[config.mk]
export PLATFORM = sky130hd
export DESIGN_NAME = wildcard_pattern_match
export DESIGN_NICKNAME = d
export VERILOG_FILES = /design/src/rtl/wpm_pkg.sv /design/src/rtl/wpm_cell.sv /design/src/rtl/wildcard_pattern_match.sv
export SDC_FILE = /design/constraint.sdc
export NUM_CORES = 2
export LEC_CHECK = 0
export ABC_AREA = 1
export BUFFER_PORTS_ARGS = -buffer_cell sky130_fd_sc_hd__buf_2
export CORE_MARGIN = 1.5
export CORE_UTILIZATION = 60
export CTS_CLUSTER_SIZE = 14
export DETAILED_ROUTE_END_ITERATION = 8
export GPL_TIMING_DRIVEN = 1
export PLACE_DENSITY = 0.82
export SLEW_MARGIN = 20
export SYNTH_ARGS = -nofsm -noshare
export SYNTH_HDL_FRONTEND = slang
export SYNTH_SLANG_ARGS = --single-unit
export TNS_END_PERCENT = 10
[constraint.sdc]
create_clock -name clk_i -period 3.85 [get_ports clk_i]
set_input_delay 0.77 -clock clk_i [delete_from_list [all_inputs] [get_ports clk_i]]
set_output_delay 0.77 -clock clk_i [all_outputs]
set_load 0.02 [all_outputs]
[src/rtl/wpm_pkg.sv]
// Shared types and constants for the wildcard pattern matcher.
// No dependencies; used by wpm_cell and wildcard_pattern_match.
`default_nettype none

package wpm_pkg;

  // Default pattern store depth.
  localparam int PatternMaxDef = 64;

  // Pattern symbols with special meaning.
  localparam logic [7:0] SymStar = 8'd42;  // any run, empty included
  localparam logic [7:0] SymAny  = 8'd63;  // any single character

  // Input word kinds. Code 3 is unused and handled by default arms.
  typedef enum logic [1:0] {
    ModeClear  = 2'd0,
    ModeAppend = 2'd1,
    ModeText   = 2'd2
  } mode_e;

  // Control sequencer states.
  typedef enum logic [1:0] {
    StIdle   = 2'd0,
    StRun    = 2'd1,
    StReport = 2'd2
  } state_e;

  // Broadcast from the control to every cell.
  typedef struct packed {
    logic       clr;      // drop all match bits
    logic       wr;       // append a symbol at the cell at the current length
    logic [7:0] sym;      // symbol to append
    logic       wr_bit;   // match bit of the appended prefix
  } wpm_ctrl_t;

  // Cell to cell link, registered in the sending cell.
  typedef struct packed {
    logic       tok;      // wavefront of a text character
    logic       new_b;    // updated match bit of the sending prefix
    logic       old_b;    // match bit of the sending prefix before the update
    logic [7:0] chr;      // text character
  } wpm_link_t;

  // Tap from a cell back to the control.
  typedef struct packed {
    logic hit;            // this cell is the last pattern symbol and just updated
    logic bit_v;          // its new match bit
  } wpm_tap_t;

endpackage

`default_nettype wire

[src/rtl/wpm_cell.sv]
// One cell of the matcher chain: a pattern symbol and the match bit of its prefix.
// Depends on wpm_pkg.
`default_nettype none

module wpm_cell #(
  parameter int CellIdx = 0,
  parameter int LenW    = 7
) (
  input  wire                 clk_i,
  input  wire                 rst_ni,
  input  wpm_pkg::wpm_ctrl_t  ctrl_i,
  input  wire [LenW-1:0]      len_i,
  input  wpm_pkg::wpm_link_t  link_i,
  output wpm_pkg::wpm_link_t  link_o,
  output wpm_pkg::wpm_tap_t   tap_o
);

  logic [7:0]         sym_q;
  logic               bit_q, bit_d;
  logic               proc;
  logic               nb;
  logic               wr_here;
  wpm_pkg::wpm_link_t link_q, link_d;

  // Cell takes part only when it lies inside the loaded pattern.
  assign proc    = link_i.tok & (LenW'(CellIdx) < len_i);
  assign wr_here = ctrl_i.wr & (len_i == LenW'(CellIdx));

  // Recurrence for one prefix
  always_comb begin
    if (sym_q == wpm_pkg::SymAny) begin
      nb = link_i.old_b;
    end else if (sym_q == wpm_pkg::SymStar) begin
      nb = link_i.new_b | bit_q;
    end else begin
      nb = (sym_q == link_i.chr) & link_i.old_b;
    end
  end

  always_comb begin
    bit_d = bit_q;
    if (ctrl_i.clr) begin
      bit_d = 1'b0;
    end else if (wr_here) begin
      bit_d = ctrl_i.wr_bit;
    end else if (proc) begin
      bit_d = nb;
    end
  end

  // Carry to the next cell; the wavefront stops past the pattern end.
  always_comb begin
    link_d.tok   = proc;
    link_d.new_b = nb;
    link_d.old_b = bit_q;
    link_d.chr   = link_i.chr;
  end

  // Symbol store, no reset
  always_ff @(posedge clk_i) begin
    if (wr_here) begin
      sym_q <= ctrl_i.sym;
    end
  end

  always_ff @(posedge clk_i or negedge rst_ni) begin
    if (!rst_ni) begin
      bit_q  <= 1'b0;
      link_q <= '0;
    end else begin
      bit_q  <= bit_d;
      link_q <= link_d;
    end
  end

  assign link_o      = link_q;
  assign tap_o.hit   = proc & (LenW'(CellIdx + 1) == len_i);
  assign tap_o.bit_v = nb;

endmodule

`default_nettype wire

[src/rtl/wildcard_pattern_match.sv]
// Wildcard matcher top level: control sequencer, output register, cell chain.
// Depends on wpm_pkg and wpm_cell.
//
// Usage: one input channel (in_valid_i / in_stall_o, fields mode_i, symbol_i)
// and one result channel (out_valid_o / out_stall_i, fields matched_o,
// error_o). Every input word gives exactly one result word. Mode clear
// empties pattern and text, mode append adds a pattern symbol ('*' any run,
// '?' any character), mode text feeds one text character.
// Flow: a text character travels down the cell chain one cell per cycle;
// the match bit of the last pattern cell is registered and then loaded
// into the output register. Clear, append, the unused mode and text on an
// empty pattern go straight to reporting. The chain holds one word at a
// time; the next word is taken the cycle after its result is loaded.
// The output register decouples the sides: a new word is taken while a
// finished result waits on a stalled receiver; the following result waits
// for the register to free up. Reset empties pattern and text, leaves the
// output register empty and takes effect at once; no clearing pass.
`default_nettype none

module wildcard_pattern_match #(
  parameter int PatternMax = wpm_pkg::PatternMaxDef
) (
  input  wire        clk_i,
  input  wire        rst_ni,
  input  wire        in_valid_i,
  output logic       in_stall_o,
  input  wire [1:0]  mode_i,
  input  wire [7:0]  symbol_i,
  output logic       out_valid_o,
  input  wire        out_stall_i,
  output logic       matched_o,
  output logic       error_o
);

  localparam int LenW = $clog2(PatternMax + 1);

  wpm_pkg::state_e    state_q, state_d;
  logic [LenW-1:0]    len_q, len_d;
  logic [LenW-1:0]    rem_q, rem_d;
  logic               started_q, started_d;
  logic               row0_q, row0_d;
  logic               last_q, last_d;
  logic               err_q;
  logic               out_valid_q;
  logic               out_matched_q;
  logic               out_error_q;
  wpm_pkg::wpm_link_t inj_q, inj_d;
  wpm_pkg::wpm_ctrl_t ctrl;

  logic accept, load;
  logic do_clr, do_app, do_text;
  logic app_err, app_ok;

  wpm_pkg::wpm_link_t links [PatternMax+1];
  wpm_pkg::wpm_tap_t  taps  [PatternMax];
  logic [PatternMax-1:0] hit_vec, hitbit_vec, tok_vec;

  // Word decode
  assign accept = in_valid_i & (state_q == wpm_pkg::StIdle);

  always_comb begin
    do_clr  = 1'b0;
    do_app  = 1'b0;
    do_text = 1'b0;
    unique case (wpm_pkg::mode_e'(mode_i))
      wpm_pkg::ModeClear:  do_clr  = accept;
      wpm_pkg::ModeAppend: do_app  = accept;
      wpm_pkg::ModeText:   do_text = accept;
      default: ;
    endcase
  end

  assign app_err = do_app & (started_q | (len_q == LenW'(PatternMax)));
  assign app_ok  = do_app & ~app_err;

  // Broadcast to the cells
  always_comb begin
    ctrl.clr    = do_clr;
    ctrl.wr     = app_ok;
    ctrl.sym    = symbol_i;
    ctrl.wr_bit = (symbol_i == wpm_pkg::SymStar) & last_q;
  end

  // Next state
  always_comb begin
    state_d = state_q;
    unique case (state_q)
      wpm_pkg::StIdle: begin
        if (accept) begin
          state_d = (do_text && (len_q != '0)) ? wpm_pkg::StRun : wpm_pkg::StReport;
        end
      end
      wpm_pkg::StRun: begin
        if (rem_q == LenW'(1)) state_d = wpm_pkg::StReport;
      end
      wpm_pkg::StReport: begin
        if (load) state_d = wpm_pkg::StIdle;
      end
      default: state_d = wpm_pkg::StIdle;
    endcase
  end

  // Sequencer outputs
  always_comb begin
    in_stall_o = 1'b1;
    load       = 1'b0;
    unique case (state_q)
      wpm_pkg::StIdle:   in_stall_o = 1'b0;
      wpm_pkg::StRun:    ;
      wpm_pkg::StReport: load = ~out_valid_q | ~out_stall_i;
      default: ;
    endcase
  end

  // Pattern and row bookkeeping
  always_comb begin
    len_d     = len_q;
    started_d = started_q;
    row0_d    = row0_q;
    last_d    = last_q;
    rem_d     = rem_q;
    if (do_clr) begin
      len_d     = '0;
      started_d = 1'b0;
      row0_d    = 1'b1;
      last_d    = 1'b1;
    end else if (app_ok) begin
      len_d  = len_q + LenW'(1);
      last_d = ctrl.wr_bit;
    end else if (do_text) begin
      started_d = 1'b1;
      row0_d    = 1'b0;
      rem_d     = len_q;
      if (len_q == '0) last_d = 1'b0;
    end else begin
      if (state_q == wpm_pkg::StRun) rem_d = rem_q - LenW'(1);
      if (|hit_vec) last_d = |(hit_vec & hitbit_vec);
    end
  end

  // Wavefront injection into the first cell
  always_comb begin
    inj_d.tok   = do_text;
    inj_d.new_b = 1'b0;
    inj_d.old_b = row0_q;
    inj_d.chr   = symbol_i;
  end

  always_ff @(posedge clk_i or negedge rst_ni) begin
    if (!rst_ni) begin
      state_q   <= wpm_pkg::StIdle;
      len_q     <= '0;
      rem_q     <= '0;
      started_q <= 1'b0;
      row0_q    <= 1'b1;
      last_q    <= 1'b1;
      inj_q     <= '0;
    end else begin
      state_q   <= state_d;
      len_q     <= len_d;
      rem_q     <= rem_d;
      started_q <= started_d;
      row0_q    <= row0_d;
      last_q    <= last_d;
      inj_q     <= inj_d;
    end
  end

  always_ff @(posedge clk_i) begin
    if (accept) err_q <= app_err;
  end

  // Output register
  always_ff @(posedge clk_i or negedge rst_ni) begin
    if (!rst_ni) begin
      out_valid_q <= 1'b0;
    end else if (load) begin
      out_valid_q <= 1'b1;
    end else if (!out_stall_i) begin
      out_valid_q <= 1'b0;
    end
  end

  always_ff @(posedge clk_i) begin
    if (load) begin
      out_matched_q <= last_q;
      out_error_q   <= err_q;
    end
  end

  assign out_valid_o = out_valid_q;
  assign matched_o   = out_matched_q;
  assign error_o     = out_error_q;

  // Cell chain
  assign links[0] = inj_q;

  for (genvar k = 0; k < PatternMax; k++) begin : g_cell
    wpm_cell #(
      .CellIdx (k),
      .LenW    (LenW)
    ) u_cell (
      .clk_i  (clk_i),
      .rst_ni (rst_ni),
      .ctrl_i (ctrl),
      .len_i  (len_q),
      .link_i (links[k]),
      .link_o (links[k+1]),
      .tap_o  (taps[k])
    );
    assign hit_vec[k]    = taps[k].hit;
    assign hitbit_vec[k] = taps[k].bit_v;
    assign tok_vec[k]    = links[k].tok;
  end

  // Checks
  a_one_wave: assert property (@(posedge clk_i) disable iff (!rst_ni)
    $countones(tok_vec) <= 1)
    else $error("more than one wavefront in the chain");

  a_len_bound: assert property (@(posedge clk_i) disable iff (!rst_ni)
    len_q <= LenW'(PatternMax))
    else $error("pattern length beyond store depth");

  a_run_has_wave: assert property (@(posedge clk_i) disable iff (!rst_ni)
    (state_q == wpm_pkg::StRun) |-> (|tok_vec))
    else $error("sweep without a wavefront");

  a_load_from_report: assert property (@(posedge clk_i) disable iff (!rst_ni)
    $rose(out_valid_q) |-> $past(state_q == wpm_pkg::StReport))
    else $error("result loaded outside report state");

  a_late_append: assert property (@(posedge clk_i) disable iff (!rst_ni)
    (do_app && started_q) |=> (err_q && $stable(len_q)))
    else $error("append after text not flagged");

endmodule

`default_nettype wire
# Word level (Yosys, flattened, before mapping)
# Index checks and enable logic that the tools add are counted.
# op_classes
n_addsub,2
order_cmp,64
eq_ne,332
mux,347
bitwise_logic,331
n_reduce_logical,79
# op_table
op,n
$eq A8 B6 Y1 const B,129
$eq A8 B8 Y1,64
$mux W1,338
$and A1 B1 Y1,260
$eq A6 B7 Y1 const A,32
$eq A7 B6 Y1 const B,32
$lt A6 B7 Y1 const A,32
$reduce_bool A3 Y1,64
$reduce_or A64 Y1,2
$eq A5 B7 Y1 const A,16
$eq A7 B5 Y1 const B,16
$lt A5 B7 Y1 const A,16
$or A1 B1 Y1,65
$and A64 B64 Y64,1
$eq A4 B7 Y1 const A,8
$eq A7 B4 Y1 const B,8
$lt A4 B7 Y1 const A,8
$eq A3 B7 Y1 const A,4
$eq A7 B3 Y1 const B,4
$lt A3 B7 Y1 const A,4
$mux W7,4
$eq A2 B7 Y1 const A,2
$eq A7 B1 Y1 const B,2
$eq A7 B2 Y1 const B,2
23 further kinds,42
# totals
register_bits,1302
output_inout_bits,4
wordCells,1548

# Logic depth before layout (Yosys ltp)
# depth
word_depth,10
ltp_mapped,18
depth_no_buf,18

# Worst setup path before layout
# OpenSTA, ideal clock, no wires.
# synth_path
path_kind,reg2reg
from,register len_q[0]
to,register g_cell[15].u_cell.bit_q
arrival_time_ns,2.690
required_time_ns,3.746
path_slack_ns,1.056
stages_incl_launch_ff,12
cell_sequence,dfrtp_1 buf_2 inv_2 ha_1 clkinv_1 nor2_1 nand4_1 nand3_1 buf_4 nor4_1 a21oi_1 a221oi_1
# synth_via
elab_chain_len,8
elab_cells_between_ends,12
cone_classes,order compare: 1; eq/ne: 2; mux: 2; bitwise: 6; reduce/logical: 1
# synth_rtl
element,line,rtl
start: declaration,wildcard_pattern_match.sv:38,"logic [LenW-1:0] len_q, len_d;"
start signal: assignment,wildcard_pattern_match.sv:160,len_q <= len_d;
$eq A7 B7 Y1,wildcard_pattern_match.sv:73,assign app_err = do_app & (started_q | (len_q == LenW'(PatternMax)));
$or A1 B1 Y1,wildcard_pattern_match.sv:73,
$and A1 B1 Y1,wildcard_pattern_match.sv:73,
$not A1 Y1,wildcard_pattern_match.sv:74,assign app_ok = do_app & ~app_err;
$and A1 B1 Y1,wildcard_pattern_match.sv:74,
$and A1 B1 Y1 (*),wpm_cell.sv:27,assign wr_here = ctrl_i.wr & (len_i == LenW'(CellIdx));
net g_cell[15].u_cell.wr_here,wpm_cell.sv:22,logic wr_here;
$mux W1,wpm_cell.sv:44,end else if (wr_here) begin
$mux W1,wpm_cell.sv:42,if (ctrl_i.clr) begin
end signal: assignment,wpm_cell.sv:71,bit_q <= bit_d;
end: declaration,wpm_cell.sv:19,"logic bit_q, bit_d;"
# Mark *: on every way through the listed nets, which the timed path passes. The rest lies on a longest branch.
# A chain may end at the register's enable or synchronous reset.

# Worst setup path after layout
# layout_path
from,register len_q[0]
to,register g_cell[52].u_cell.bit_q
# layout_via
elab_chain_len,8
elab_cells_between_ends,12
cone_classes,order compare: 1; eq/ne: 2; mux: 2; bitwise: 6; reduce/logical: 1
# layout_rtl
element,line
$eq A7 B7 Y1,wildcard_pattern_match.sv:73
$or A1 B1 Y1,wildcard_pattern_match.sv:73
$and A1 B1 Y1,wildcard_pattern_match.sv:73
$not A1 Y1,wildcard_pattern_match.sv:74
$and A1 B1 Y1,wildcard_pattern_match.sv:74
$and A1 B1 Y1 (*),wpm_cell.sv:27
net g_cell[52].u_cell.wr_here,wpm_cell.sv:22
$mux W1,wpm_cell.sv:44
$mux W1,wpm_cell.sv:42
end signal: assignment,wpm_cell.sv:71
end: declaration,wpm_cell.sv:19
# Marks and branches as above.

==> flow_summary.ini <==
[outcome]
status = complete, no violations

[synth]
synth_cells = 5477
async_reset_ff_frac = 0.6045
synth_edf_count = 515
yosysTopAreaCellShare = 0.3624
synth.avg_cell_area_um2 = 9.897
synthFlopType = dfrtp_1
synth_area_leader_cell = dfrtp_1
synthTopCellsByArea = dfrtp_1, edfxtp_1, nand2_1
mappedNetlistArea_um2 = 54210
ys_seq_elements = 1302
ys_seq_area_frac = 0.6486
ys_types = 51
yosysWarnings = 0
syn_nets = 5497

[clock_tree]
h-tree-depth = 4
cts_buffers = 130
cts_sinks = 1302
hold_buffers = 0
cts_tree = built
insertion_delay_ns = 0.75
clockRootBuffer = clkbuf_16
clockBufferDepth = 3
clkTransAtPathRegs_ns = 0.06
cts_resized = 0
postCtsSetupBuffers = 0

[finish]
mostFrequentLayoutCells = nand2_1, inv_1, dfrtp_1
regArea_um2 = 35160
finish.net_count = 5704
fill_cells = 6320
n_antenna_cell = 0
multi_input_area_um2 = 15650
drive_gt1_frac = 0.07838
design_area_um2 = 60880
mostFrequentLayoutCell = nand2_1
area_growth_pct = 12.30

[place]
place.gp.congestion = 1.097
port_buffers = 17
placed_cell_area_um2 = 56520
detailed_place_hpwl_mm = 101.6

[worst_setup_path]
worstPathCellList = inv_2 -> ha_1 -> clkinv_1 -> buf_4 -> nor2_1 -> inv_1 -> nor2_1 -> inv_1 -> nor2_1 -> a21oi_1 -> a221oi_1
cp.required_ns = 4.47
crit_top_cell = nor2_1
cp_slowest_cell = nor2_1
crit_path_max_fanout = 11
start_kind = register
path_class = reg -> reg
worstPathArrival_ns = 4.20
cp_slowest_stage_delay_ns = 0.68
cp-end-kind = register

[global_route]
antenna_found_initial = 1
grt_pass1_wl_mm = 227.5
grt_pass1_vias = 40080
grt_max_degree = 86
grt_use_total = 0.3300
grt_overflow_total = 0

[power]
combPwrFrac = 0.067
p_leak_uw = 0.02789
power_uw = 30310
ir_worst_vdd_uv = 545.2
seqPwrFrac = 0.513
p_clk_frac = 0.420
p_int_uw = 22940
p_per_area_nw_per_um2 = 497.8
p_sw_uw = 7368
netSwitchingFraction = 0.2431

[sta]
worst_pin_slew_ns = 1.077
drv_slew = 0
fin_skew_ns = 0.02412
setup_viol = 0
max_freq_ghz = 0.2792
final.setup.tns_ns = 0
rsz0062_at_grt = false
finalHoldViolations = 0
min_period_ns = 3.581
max-slew-margin-rel = 0.2796
finalCritPeriodShare = 0.9302

[floorplanning]
coreArea_um2 = 89740
initial_core_util = 0.6041
ios = 18
die_area_um2 = 92160
fp-row-count = 110
die_w_um = 303.6
die_h_um = 303.6

[detailed_routing]
via_per_inst = 5.727
drc = 0
drt_pass1_iterations = 6
dr_total_vias = 39900
wl_per_cell_um = 21.31
dr.first_iter.drc_count = 4511
ant_nets = 0
wirelength_mm = 148.5

[worst_hold_path]
hp-class = in -> async

[flow_run]
maxCapViolCount = 0
[metrics by stage]
stage                     utilization  hold slack, ns  instances  worst slack (ns)
final                          0.6784         0.08647       6968            0.2687
after global routing           0.6784          0.1014       6968            0.1137
after CTS                      0.6781         0.07244       6968            0.4151
after detailed placement       0.6299          0.3588       6728            0.4241
after global placement         0.6297          0.3574       6728            0.5634
after floorplan                     -          0.3537       5477             1.056
[power groups by stage]
stage	combinational [µW]	clock [µW]	sequential, µW
finish	2040	12700	15500
floorplan	1030	0	15500
global route	2190	13400	15600
global placement	1930	0	15800
CTS	1990	12800	15500
detailed placement	1960	0	15800
[final timing paths]
check,start,to,slack [ns],cells past startpoint
hold reg to reg,g_cell[25].u_cell.link_o[5],g_cell[26].u_cell.link_o[5],0.35,0
setup / recovery,len_q[0],g_cell[52].u_cell.bit_q,0.27,11
hold / removal,rst_ni,g_cell[10].u_cell.link_o[6],0.09,1
setup reg to reg,len_q[0],g_cell[52].u_cell.bit_q,0.27,11
max in group asynchronous,rst_ni,g_cell[1].u_cell.link_o[2],2.75,3
min in group clk_i,out_stall_i,out_valid_o,0.27,3
[layer usage]
layer	vias up	part of all wire	track usage
met3	421	0.082	0.06083
met5	-	0	0
li1	18140	-	-
met4	0	0.040	0.1355
met1	19480	0.39	0.4291
met2	1863	0.48	0.5503
[critical path: cells and delay by family, from the launching register on]
kind,cells,cell delay (ns)
flip-flops,1,0.53
AO/OA/AOI/OAI,2,0.44
AND/OR/NAND/NOR,3,1.10
buffers and inverters,5,1.09
adder cells (fa/ha/maj),1,0.28
[flip-flops by register name, summed over array words and instances, names as in the netlist, 2 cells and up]
name and cells:
g_cell.u_cell.bit_q 64, g_cell.u_cell.link_o 693, g_cell.u_cell.sym_q 512, inj_q 10, len_q 7, rem_q 7, state_q 2
[Yosys cell counts (4+ instances only)]
cell      instances
dfrtp_1         785
inv_1           871
a211oi_1          9
and3_1            5
nor3_1          147
nor2_2            7
a21oi_1          98
a221oi_1         52
o21ai_0         129
xor2_1           43
o211ai_1         18
nand3b_1         11
ha_1              6
and2_1            9
o311ai_0          9
nand2_1        1341
edfxtp_1        515
or2_2           116
xnor2_1         128
nand3_1         302
o21ai_1           8
nor4_1           19
o31ai_1           6
o22ai_1          40
a21boi_0         34
nor3b_1           7
clkbuf_1         11
buf_2            18
nor2_1          554
inv_2            11
a311oi_1          4
nand4_1         133
[layout make-up]
class / count / share of cell area
Sequential cell: 1302 / 0.5776
Multi-Input combinational cell: 3259 / 0.2570
Clock buffer: 179 / 0.06106
Inverter: 884 / 0.05451
Tap cell: 1176 / 0.02417
Timing Repair Buffer: 107 / 0.01566
Clock inverter: 61 / 0.01001
[kinds of logic (layout without fill, tap and decap cells)]
logic type	after synthesis	count (layout)	synth area share
AOI/OAI and AO/OA	420	420	0.04813
adders and majority gates	6	6	0.001385
buffers and inverters	916	1231	0.06405
DFF	1302	1302	0.6486
and+or+nand+nor	2662	2662	0.2102
xor gates and xnor gates	171	171	0.02763
No activity file was read; power rests on OpenSTA's default activity.
